`src/hdl/csb_pkg.sv`:
```
package csb_pkg;

   localparam int KindW      = 4;
   localparam int ValueW     = 32;
   localparam int ItemCountW = 6;

   typedef enum logic [3:0] {
      KIND_START,
      KIND_END,
      KIND_ADVANCE,
      KIND_INSERT,
      KIND_INSERT_FRONT,
      KIND_ATTACH,
      KIND_ATTACH_BACK,
      KIND_REMOVE,
      KIND_REMOVE_FRONT,
      KIND_READ
   } kind_type;

   typedef enum logic [1:0] {
      STATUS_OK,
      STATUS_FULL,
      STATUS_NO_ITEM,
      STATUS_EMPTY
   } status_type;

   typedef enum logic [1:0] {
      SHIFT_NONE,
      SHIFT_UP,
      SHIFT_DOWN
   } shift_type;

   typedef struct packed {
      shift_type  shift;
      status_type status;
   } plan_type;

   typedef enum logic [2:0] {
      ST_IDLE,
      ST_SHIFT,
      ST_PLACE,
      ST_LOOKUP,
      ST_RESPOND
   } state_type;

endpackage

```
`src/hdl/cursor_sequence_buffer.sv`:
```
// Sequence: a request that moves no entries passes through LOOKUP and RESPOND before rsp_valid
// rises; a removal first passes through SHIFT, and an insert or attach through SHIFT and PLACE,
// where SHIFT moves the entries one entry per cycle through the RAM port.
// Throughput: one request at a time; the next is taken once the response is registered.
// Reset clears count, cursor and handshake state; the entry RAM is not cleared.
module cursor_sequence_buffer #(
   parameter int DEPTH       = 32,
   parameter int VALUE_WIDTH = 32
) (
   input  logic                            clock,
   input  logic                            reset,
   input  logic                            req_valid,
   output logic                            req_stall,
   input  logic [csb_pkg::KindW-1:0]       req_kind,
   input  logic [csb_pkg::ValueW-1:0]      req_entry,
   output logic                            rsp_valid,
   input  logic                            rsp_stall,
   output logic [csb_pkg::ValueW-1:0]      rsp_current_value,
   output logic                            rsp_has_item,
   output logic [csb_pkg::ItemCountW-1:0]  rsp_item_count,
   output logic [1:0]                      rsp_status
);

   localparam int StoreW = (VALUE_WIDTH < csb_pkg::ValueW) ? VALUE_WIDTH : csb_pkg::ValueW;
   localparam int CountW = $clog2(DEPTH + 1);
   localparam int IdxW   = $clog2(DEPTH);

   csb_pkg::state_type  state_ff, state_in;
   logic [CountW-1:0]   count_ff;
   logic [CountW-1:0]   cursor_ff;
   logic [CountW-1:0]   moves_ff;
   logic [IdxW-1:0]     pos_ff;
   logic [IdxW-1:0]     rd_addr_ff;
   logic [IdxW-1:0]     wr_addr_ff;
   logic                pend_ff;
   csb_pkg::shift_type  shift_ff;
   csb_pkg::status_type status_ff;
   logic [StoreW-1:0]   value_ff;

   logic                rsp_valid_ff;
   logic [csb_pkg::ValueW-1:0]     rsp_value_ff;
   logic                rsp_has_ff;
   logic [csb_pkg::ItemCountW-1:0] rsp_count_ff;
   csb_pkg::status_type rsp_status_ff;

   csb_pkg::plan_type   plan;
   logic [IdxW-1:0]     dec_pos;
   logic [IdxW-1:0]     dec_first;
   logic [CountW-1:0]   dec_moves;
   logic [CountW-1:0]   dec_cursor;
   logic [CountW-1:0]   dec_count;

   logic                ram_wr_en;
   logic [IdxW-1:0]     ram_wr_addr;
   logic [StoreW-1:0]   ram_wr_data;
   logic                ram_rd_en;
   logic [IdxW-1:0]     ram_rd_addr;
   logic [StoreW-1:0]   ram_rd_data;

   logic                accept;
   logic                has_item;
   logic                rsp_free;
   logic                rsp_load;
   logic                shift_step;
   logic [csb_pkg::ValueW-1:0]     rd_wide;
   logic [csb_pkg::ItemCountW-1:0] count_narrow;

   csb_decode #(.DEPTH(DEPTH)) u_decode (
      .kind        (req_kind),
      .count       (count_ff),
      .cursor      (cursor_ff),
      .plan        (plan),
      .pos         (dec_pos),
      .first_rd    (dec_first),
      .moves       (dec_moves),
      .next_cursor (dec_cursor),
      .next_count  (dec_count)
   );

   csb_ram #(.WIDTH(StoreW), .DEPTH(DEPTH)) u_cells (
      .clock   (clock),
      .wr_en   (ram_wr_en),
      .wr_addr (ram_wr_addr),
      .wr_data (ram_wr_data),
      .rd_en   (ram_rd_en),
      .rd_addr (ram_rd_addr),
      .rd_data (ram_rd_data)
   );

   if (StoreW < csb_pkg::ValueW) begin : g_value_pad
      assign rd_wide = {{(csb_pkg::ValueW - StoreW){1'b0}}, ram_rd_data};
   end else begin : g_value_full
      assign rd_wide = ram_rd_data;
   end

   if (CountW < csb_pkg::ItemCountW) begin : g_count_pad
      assign count_narrow = {{(csb_pkg::ItemCountW - CountW){1'b0}}, count_ff};
   end else begin : g_count_cut
      assign count_narrow = count_ff[csb_pkg::ItemCountW-1:0];
   end

   assign accept   = req_valid && !req_stall;
   assign has_item = cursor_ff < count_ff;
   assign rsp_free = !rsp_valid_ff || !rsp_stall;

   always_comb begin
      state_in = state_ff;
      unique case (state_ff)
         csb_pkg::ST_IDLE: begin
            if (accept) begin
               state_in = (plan.shift == csb_pkg::SHIFT_NONE) ? csb_pkg::ST_LOOKUP
                                                              : csb_pkg::ST_SHIFT;
            end
         end
         csb_pkg::ST_SHIFT: begin
            if (moves_ff == '0) begin
               state_in = (shift_ff == csb_pkg::SHIFT_UP) ? csb_pkg::ST_PLACE
                                                          : csb_pkg::ST_LOOKUP;
            end
         end
         csb_pkg::ST_PLACE:   state_in = csb_pkg::ST_LOOKUP;
         csb_pkg::ST_LOOKUP:  state_in = csb_pkg::ST_RESPOND;
         csb_pkg::ST_RESPOND: begin
            if (rsp_free) state_in = csb_pkg::ST_IDLE;
         end
         default: state_in = csb_pkg::ST_IDLE;
      endcase
   end

   always_comb begin
      req_stall   = 1'b1;
      ram_wr_en   = 1'b0;
      ram_wr_addr = wr_addr_ff;
      ram_wr_data = ram_rd_data;
      ram_rd_en   = 1'b0;
      ram_rd_addr = rd_addr_ff;
      shift_step  = 1'b0;
      rsp_load    = 1'b0;
      unique case (state_ff)
         csb_pkg::ST_IDLE: req_stall = 1'b0;
         csb_pkg::ST_SHIFT: begin
            // write back the entry read last cycle while fetching the next one
            ram_wr_en = pend_ff;
            if (moves_ff != '0) begin
               ram_rd_en  = 1'b1;
               shift_step = 1'b1;
            end
         end
         csb_pkg::ST_PLACE: begin
            ram_wr_en   = 1'b1;
            ram_wr_addr = pos_ff;
            ram_wr_data = value_ff;
         end
         csb_pkg::ST_LOOKUP: begin
            ram_rd_en   = has_item;
            ram_rd_addr = cursor_ff[IdxW-1:0];
         end
         csb_pkg::ST_RESPOND: rsp_load = rsp_free;
         default: begin
         end
      endcase
   end

   always_ff @(posedge clock) begin
      if (reset) begin
         state_ff     <= csb_pkg::ST_IDLE;
         count_ff     <= '0;
         cursor_ff    <= '0;
         pend_ff      <= 1'b0;
         rsp_valid_ff <= 1'b0;
      end else begin
         state_ff <= state_in;
         pend_ff  <= shift_step;
         if (accept) begin
            count_ff  <= dec_count;
            cursor_ff <= dec_cursor;
         end
         if (rsp_load) rsp_valid_ff <= 1'b1;
         else if (!rsp_stall) rsp_valid_ff <= 1'b0;
      end
   end

   always_ff @(posedge clock) begin
      if (accept) begin
         pos_ff     <= dec_pos;
         rd_addr_ff <= dec_first;
         moves_ff   <= dec_moves;
         shift_ff   <= plan.shift;
         status_ff  <= plan.status;
         value_ff   <= req_entry[StoreW-1:0];
      end else if (shift_step) begin
         moves_ff <= moves_ff - CountW'(1);
         if (shift_ff == csb_pkg::SHIFT_UP) begin
            rd_addr_ff <= rd_addr_ff - IdxW'(1);
            wr_addr_ff <= rd_addr_ff + IdxW'(1);
         end else begin
            rd_addr_ff <= rd_addr_ff + IdxW'(1);
            wr_addr_ff <= rd_addr_ff - IdxW'(1);
         end
      end
      if (rsp_load) begin
         rsp_value_ff  <= has_item ? rd_wide : '0;
         rsp_has_ff    <= has_item;
         rsp_count_ff  <= count_narrow;
         rsp_status_ff <= status_ff;
      end
   end

   assign rsp_valid         = rsp_valid_ff;
   assign rsp_current_value = rsp_value_ff;
   assign rsp_has_item      = rsp_has_ff;
   assign rsp_item_count    = rsp_count_ff;
   assign rsp_status        = rsp_status_ff;

endmodule

```
`src/hdl/csb_ram.sv`:
```
module csb_ram #(
   parameter int WIDTH = 32,
   parameter int DEPTH = 32
) (
   input  logic                     clock,
   input  logic                     wr_en,
   input  logic [$clog2(DEPTH)-1:0] wr_addr,
   input  logic [WIDTH-1:0]         wr_data,
   input  logic                     rd_en,
   input  logic [$clog2(DEPTH)-1:0] rd_addr,
   output logic [WIDTH-1:0]         rd_data
);

   logic [WIDTH-1:0] mem_ff [DEPTH];
   logic [WIDTH-1:0] rd_data_ff;

   always_ff @(posedge clock) begin
      if (wr_en) begin
         mem_ff[wr_addr] <= wr_data;
      end
      // hold the last read data while no read is issued
      if (rd_en) begin
         rd_data_ff <= mem_ff[rd_addr];
      end
   end

   assign rd_data = rd_data_ff;

endmodule

```
`src/hdl/csb_decode.sv`:
```
module csb_decode #(
   parameter int DEPTH = 32
) (
   input  logic [csb_pkg::KindW-1:0]   kind,
   input  logic [$clog2(DEPTH+1)-1:0]  count,
   input  logic [$clog2(DEPTH+1)-1:0]  cursor,
   output csb_pkg::plan_type           plan,
   output logic [$clog2(DEPTH)-1:0]    pos,
   output logic [$clog2(DEPTH)-1:0]    first_rd,
   output logic [$clog2(DEPTH+1)-1:0]  moves,
   output logic [$clog2(DEPTH+1)-1:0]  next_cursor,
   output logic [$clog2(DEPTH+1)-1:0]  next_count
);

   localparam int CountW = $clog2(DEPTH + 1);
   localparam int IdxW   = $clog2(DEPTH);
   localparam logic [CountW-1:0] One  = CountW'(1);
   localparam logic [CountW-1:0] Full = CountW'(DEPTH);

   logic              item;
   logic              full;
   logic              empty;
   logic [CountW-1:0] cursor_inc;
   logic [CountW-1:0] pos_c;
   logic [CountW-1:0] last_rd;

   assign item       = cursor < count;
   assign full       = count == Full;
   assign empty      = count == '0;
   assign cursor_inc = cursor + One;

   always_comb begin
      plan.shift  = csb_pkg::SHIFT_NONE;
      plan.status = csb_pkg::STATUS_OK;
      pos_c       = cursor;
      next_cursor = cursor;
      next_count  = count;
      unique case (csb_pkg::kind_type'(kind))
         csb_pkg::KIND_START: begin
            if (empty) plan.status = csb_pkg::STATUS_EMPTY;
            else next_cursor = '0;
         end
         csb_pkg::KIND_END: begin
            if (empty) plan.status = csb_pkg::STATUS_EMPTY;
            else next_cursor = count - One;
         end
         csb_pkg::KIND_ADVANCE: begin
            if (item) next_cursor = cursor_inc;
            else plan.status = csb_pkg::STATUS_NO_ITEM;
         end
         csb_pkg::KIND_INSERT: begin
            if (full) plan.status = csb_pkg::STATUS_FULL;
            else begin
               plan.shift = csb_pkg::SHIFT_UP;
               pos_c      = item ? cursor : '0;
            end
         end
         csb_pkg::KIND_INSERT_FRONT: begin
            if (full) plan.status = csb_pkg::STATUS_FULL;
            else begin
               plan.shift = csb_pkg::SHIFT_UP;
               pos_c      = '0;
            end
         end
         csb_pkg::KIND_ATTACH: begin
            if (full) plan.status = csb_pkg::STATUS_FULL;
            else begin
               plan.shift = csb_pkg::SHIFT_UP;
               pos_c      = (item && (cursor_inc < count)) ? cursor_inc : count;
            end
         end
         csb_pkg::KIND_ATTACH_BACK: begin
            if (full) plan.status = csb_pkg::STATUS_FULL;
            else begin
               plan.shift = csb_pkg::SHIFT_UP;
               pos_c      = count;
            end
         end
         csb_pkg::KIND_REMOVE: begin
            if (item) plan.shift = csb_pkg::SHIFT_DOWN;
            else plan.status = csb_pkg::STATUS_NO_ITEM;
         end
         csb_pkg::KIND_REMOVE_FRONT: begin
            if (empty) plan.status = csb_pkg::STATUS_EMPTY;
            else begin
               plan.shift  = csb_pkg::SHIFT_DOWN;
               pos_c       = '0;
               next_cursor = '0;
            end
         end
         csb_pkg::KIND_READ: begin
            if (!item) plan.status = csb_pkg::STATUS_NO_ITEM;
         end
         default: begin
         end
      endcase

      // open a gap: move count-1 down to pos one place up
      // close a gap: move pos+1 up to count-1 one place down
      moves   = '0;
      last_rd = count - One;
      unique case (plan.shift)
         csb_pkg::SHIFT_UP: begin
            moves       = count - pos_c;
            next_cursor = pos_c;
            next_count  = count + One;
         end
         csb_pkg::SHIFT_DOWN: begin
            moves      = count - One - pos_c;
            last_rd    = pos_c + One;
            next_count = count - One;
         end
         default: begin
         end
      endcase
   end

   assign pos      = pos_c[IdxW-1:0];
   assign first_rd = last_rd[IdxW-1:0];

endmodule

```
`config.mk`:
```
export PLATFORM = sky130hd
export DESIGN_NAME = cursor_sequence_buffer
export DESIGN_NICKNAME = d
export VERILOG_FILES = /design/src/hdl/csb_pkg.sv /design/src/hdl/cursor_sequence_buffer.sv /design/src/hdl/csb_ram.sv /design/src/hdl/csb_decode.sv
export SDC_FILE = /design/constraint.sdc
export NUM_CORES = 2
export LEC_CHECK = 0
export ABC_AREA = 0
export ABC_CLOCK_PERIOD_IN_PS = 6150
export BUFFER_PORTS_ARGS = -buffer_cell sky130_fd_sc_hd__buf_4
export CAP_MARGIN = 30
export CORE_UTILIZATION = 62
export CTS_CLUSTER_DIAMETER = 80
export DETAILED_ROUTE_END_ITERATION = 12
export GPL_ROUTABILITY_DRIVEN = 0
export GPL_TIMING_DRIVEN = 0
export PLACE_DENSITY = 0.79
export SYNTH_ARGS = -nofsm -noshare
export SYNTH_HDL_FRONTEND = slang
export SYNTH_SLANG_ARGS = --single-unit
```
`constraint.sdc`:
```
create_clock -name clock -period 6.15 [get_ports clock]
set_input_delay 0.9225 -clock clock [delete_from_list [all_inputs] [get_ports clock]]
set_output_delay 0.9225 -clock clock [all_outputs]
set_load 0.01 [all_outputs]
```
==> run summary <==
The run finished with clean final reports. The clock slew at the register clock pins of the worst setup and hold paths works out to 0.06 ns. The number of nets in the synthesized netlist is 2592. IR analysis of the VDD net gives a maximum drop of 0.000302 V. Summed over all cells, the static leakage comes to 17.4 nW. The total global routing track utilization came out at 0.331. The critical path goes through buf_1 -> inv_1 -> ha_1 -> a21oi_1 -> o21ai_0 -> a21o_4 -> o31a_1 -> inv_1 -> ha_1 -> clkbuf_1 -> buf_1 -> nor2_1 -> a21oi_1 -> ha_1 -> nor2b_1 -> o21ai_0 -> nand2b_1 -> a21o_1 -> a21oi_1 -> xnor2_1 -> xnor2_1 -> o22ai_1. Number of buffer cells added on primary ports: 80.

The number of different library cells in the post-synthesis netlist came out at 70. The number of CTS-inserted buffers is 113. The gate family responsible for the most delay along the worst path is compound AO/OA/AOI/OAI gates.

The detailed router put a total of 41400 µm of wire on met1. Gates resized during post-CTS repair numbered 0. The first detailed-routing pass took 8 iterations. The floorplan has 100 rows.

The final non-filler cell area is 53300 µm², and the count of clock tree sinks is 1171. For the number of setup buffers added after CTS, the log shows 0. The critical-path maximum fanout works out to 10.

During I/O placement, the number of pins put on the boundary was 83. For this run, the slowest stage of the critical path takes 0.43 ns. The routed layout has 26478 vias. Aggregate global routing overflow: 0. The tools report the wire length of the first global-routing pass as 180000 µm. The count of nets left with antenna violations once routing finished came out at 0. Setup repair after global routing left no endpoint under its margin. In the layout the commonest cells are edfxtp_1 (1154), nand2_1 (340), mux4_2 (256), nand3_1 (173), clkbuf_16 (114).

The logs give 15000 µm for the routed length on met3 and 0 for the hold violation count in the final report. CTS placed an instance of clkbuf_16 at the clock tree root. The worst setup path is captured at a register. Counting along the longest clock path gives a buffer depth of 3.

From bottom edge to top edge, the die measures 276 µm. Measured along the x axis, the die boundary spans 276 µm. The count of cells in the finished layout, fillers not included, comes to 3831. The share of flip-flops with an asynchronous set or reset after synthesis was 0; the total number of yosys warnings was 0. The clock reaches the later pin of the worst-skew pair after 0.72 ns. The detail-routed via count per cell came out at 6.91.

At the pin with the least slew margin, the transition time is 1.12 ns. From synthesis to final layout, the design area changed by 14.1%. The initial cell density of the core was 0.627; the layout cell share with drive strength beyond 1 was 0.235.

Once detailed placement completed, the half-perimeter wirelength came to 76700 µm. The proportion of synthesized chip area in sequential cells was 0.750; the reported max-cap violation count was 0. In the final timing run, aggregate negative setup slack is 0 ns. The critical path in this run is classified as register to register. The die area came out at 76400 µm². The mean post-synth cell area was 18.5 µm². The number of remaining DRC errors was 0. The cell count after placement is 3610, and the remaining max-slew budget at the tightest pin is 0.251. The clock arrives with 0.0507 ns of skew. The count of buffer and inverter cells on the critical path works out to 5.

Setup violations remaining at the end of the flow were counted as 0. The run gives 74400 µm² as the core footprint. The number of slew-limit violations in the final report is 0.

The routed design has 125000 µm of wire. The routed design could run at a clock period as short as 5.46 ns. Hold timing on the final database bottoms out at a slack of 0.397 ns. The post-route clock period utilization was 0.888. TritonCTS built the clock tree. For the maximum operating frequency, the log shows 183 MHz. In the synthesized netlist the dominant register cell turns out to be edfxtp_1. Synthesis inferred 1171 register bits. The filler cell count in the final layout came out at 4158.

The area occupied by multi-input gates was 11200 µm²; the number of levels the H-tree was split into was 3. The tools report the kind of start point of the critical path as a register. The total number of nets in the final design is 2826, and the number of global-route vias before repair is 27277.

After synthesis the cells add up to 46700 µm². The power per unit of standard cell area came out at 402 nW/µm². The number of flops mapped to enable cells by yosys was 1154. The slowest cell on the critical path is dfxtp_1. At the worst endpoint, the required time is 6.54 ns. Buffers inserted to repair hold after CTS numbered 0. Met2 routed wirelength: 60700 µm. The leading cell type in the layout, fill and taps excluded is edfxtp_1. Once placement finished, the instance area stood at 49600 µm². Fraction of the core area covered by cells at the end of the flow: 0.716. The highest routed metal layer was met5.

The routed wire length per instance is 32.6 µm. Entering global routing, the biggest net connects 33 pins. For the worst setup path, the data arrival time is 5.85 ns. The min-delay analysis places its worst path in the category input port to register. The logs give 4 for the number of antenna violations at the first check in global routing and 2523 for the gate count of the mapped netlist.

The flip-flop and latch area is 35000 µm². The detailed router finished its first iteration with 4158 violations.
## area by class of cell
type / instances / share of cell area
Clock inverter: 65 / 0.0124
Clock buffer: 146 / 0.0562
Multi-Input combinational cell: 1185 / 0.210
Buffer: 135 / 0.0124
Inverter: 32 / 0.00228
Sequential cell: 1171 / 0.657
Antenna cell: 9 / 0.000423
Tap cell: 969 / 0.0228
Timing Repair Buffer: 119 / 0.0268
## metal layers
metal | global-route usage | vias up
met5 | 0 | -
met3 | 0.0802 | 536
met2 | 0.535 | 2194
met1 | 0.418 | 13251
li1 | - | 10493
met4 | 0.179 | 4
## flip-flops by register name, indices dropped and copies added, names as in the netlist
| name | count |
|---|---|
| pos_ff | 5 |
| u_cells.mem_ff | 1024 |
| state_ff | 3 |
| rsp_valid | 1 |
| rsp_has_item | 1 |
| status_ff | 2 |
| cursor_ff | 6 |
| moves_ff | 6 |
| u_cells.rd_data | 32 |
| count_ff | 6 |
| rsp_current_value | 32 |
| rsp_item_count | 6 |
| rsp_status | 2 |
| wr_addr_ff | 5 |
| shift_ff | 2 |
| rd_addr_ff | 5 |
| value_ff | 32 |
| pend_ff | 1 |
## worst reg2reg max path, cell delays in order (launching register included)
cell      delay [ns]
dfxtp_1         0.43
buf_1           0.41
inv_1           0.27
ha_1            0.37
a21oi_1         0.14
o21ai_0         0.14
a21o_4          0.27
o31a_1          0.40
inv_1           0.12
ha_1            0.19
clkbuf_1        0.33
buf_1           0.38
nor2_1          0.07
a21oi_1         0.21
ha_1            0.27
nor2b_1         0.12
o21ai_0         0.14
nand2b_1        0.11
a21o_1          0.18
a21oi_1         0.17
xnor2_1         0.10
xnor2_1         0.23
o22ai_1         0.13
## where the power goes
part | internal [W] | switching (W)
combinational | 0.00152 | 0.00320
sequential | 0.00967 | 0.000116
clock | 0.00390 | 0.00300
## synthesized netlist by cell type (all sizes together) (4+ instances only)
| library cell | count | area (µm²) |
|---|---|---|
| nand4 | 6 | 37.5 |
| nor3 | 17 | 85.1 |
| edfxtp | 1154 | 34700 |
| xor2 | 8 | 70.1 |
| or3 | 5 | 31.3 |
| nand3 | 173 | 866 |
| clkbuf | 67 | 251 |
| ha | 28 | 350 |
| nand2 | 340 | 1280 |
| dfxtp | 17 | 340 |
| o22ai | 7 | 43.8 |
| and3 | 4 | 25.0 |
| nor2 | 62 | 235 |
| nor2b | 4 | 25.0 |
| a21o | 5 | 45.0 |
| a21oi | 35 | 179 |
| o21ai | 53 | 269 |
| mux4 | 256 | 5770 |
| nand3b | 7 | 52.6 |
| inv | 30 | 113 |
| mux2i | 10 | 100 |
| xnor2 | 25 | 219 |
| buf | 68 | 408 |
| mux2 | 36 | 405 |
| and2 | 37 | 231 |
| nand2b | 13 | 81.3 |
| a211oi | 10 | 75.1 |
## metrics by stage
| step | total power [W] | worst slack [ns] |
|---|---|---|
| detailed placement | 0.0144 | 0.819 |
| finish | 0.0214 | 0.686 |
| global route | 0.0219 | 0.298 |
| floorplan | 0.0127 | 1.60 |
| global placement | 0.0141 | -1.02 |
| CTS | 0.0213 | 0.780 |
## logic make-up after synthesis
kind of cell             share of synthesized area
flip-flops                                   0.750
AND/OR/NAND/NOR                             0.0647
multiplexers                                 0.134
buffers and inverters                       0.0167
AO/OA/AOI/OAI                               0.0205
XOR/XNOR                                   0.00619
adder cells (fa/ha/maj)                    0.00793
## worst paths after layout
| path | start | end | slack (ns) | depth (start not counted) |
|---|---|---|---|---|
| hold / removal | req_entry[28] | value_ff[28] | 0.40 | 1 |
| hold reg to reg | status_ff[1] | rsp_status[1] | 0.43 | 0 |
| setup reg to reg | count_ff[3] | moves_ff[5] | 0.69 | 22 |
| setup / recovery | count_ff[3] | moves_ff[5] | 0.69 | 22 |
No activity file was read; power rests on OpenSTA's default activity.
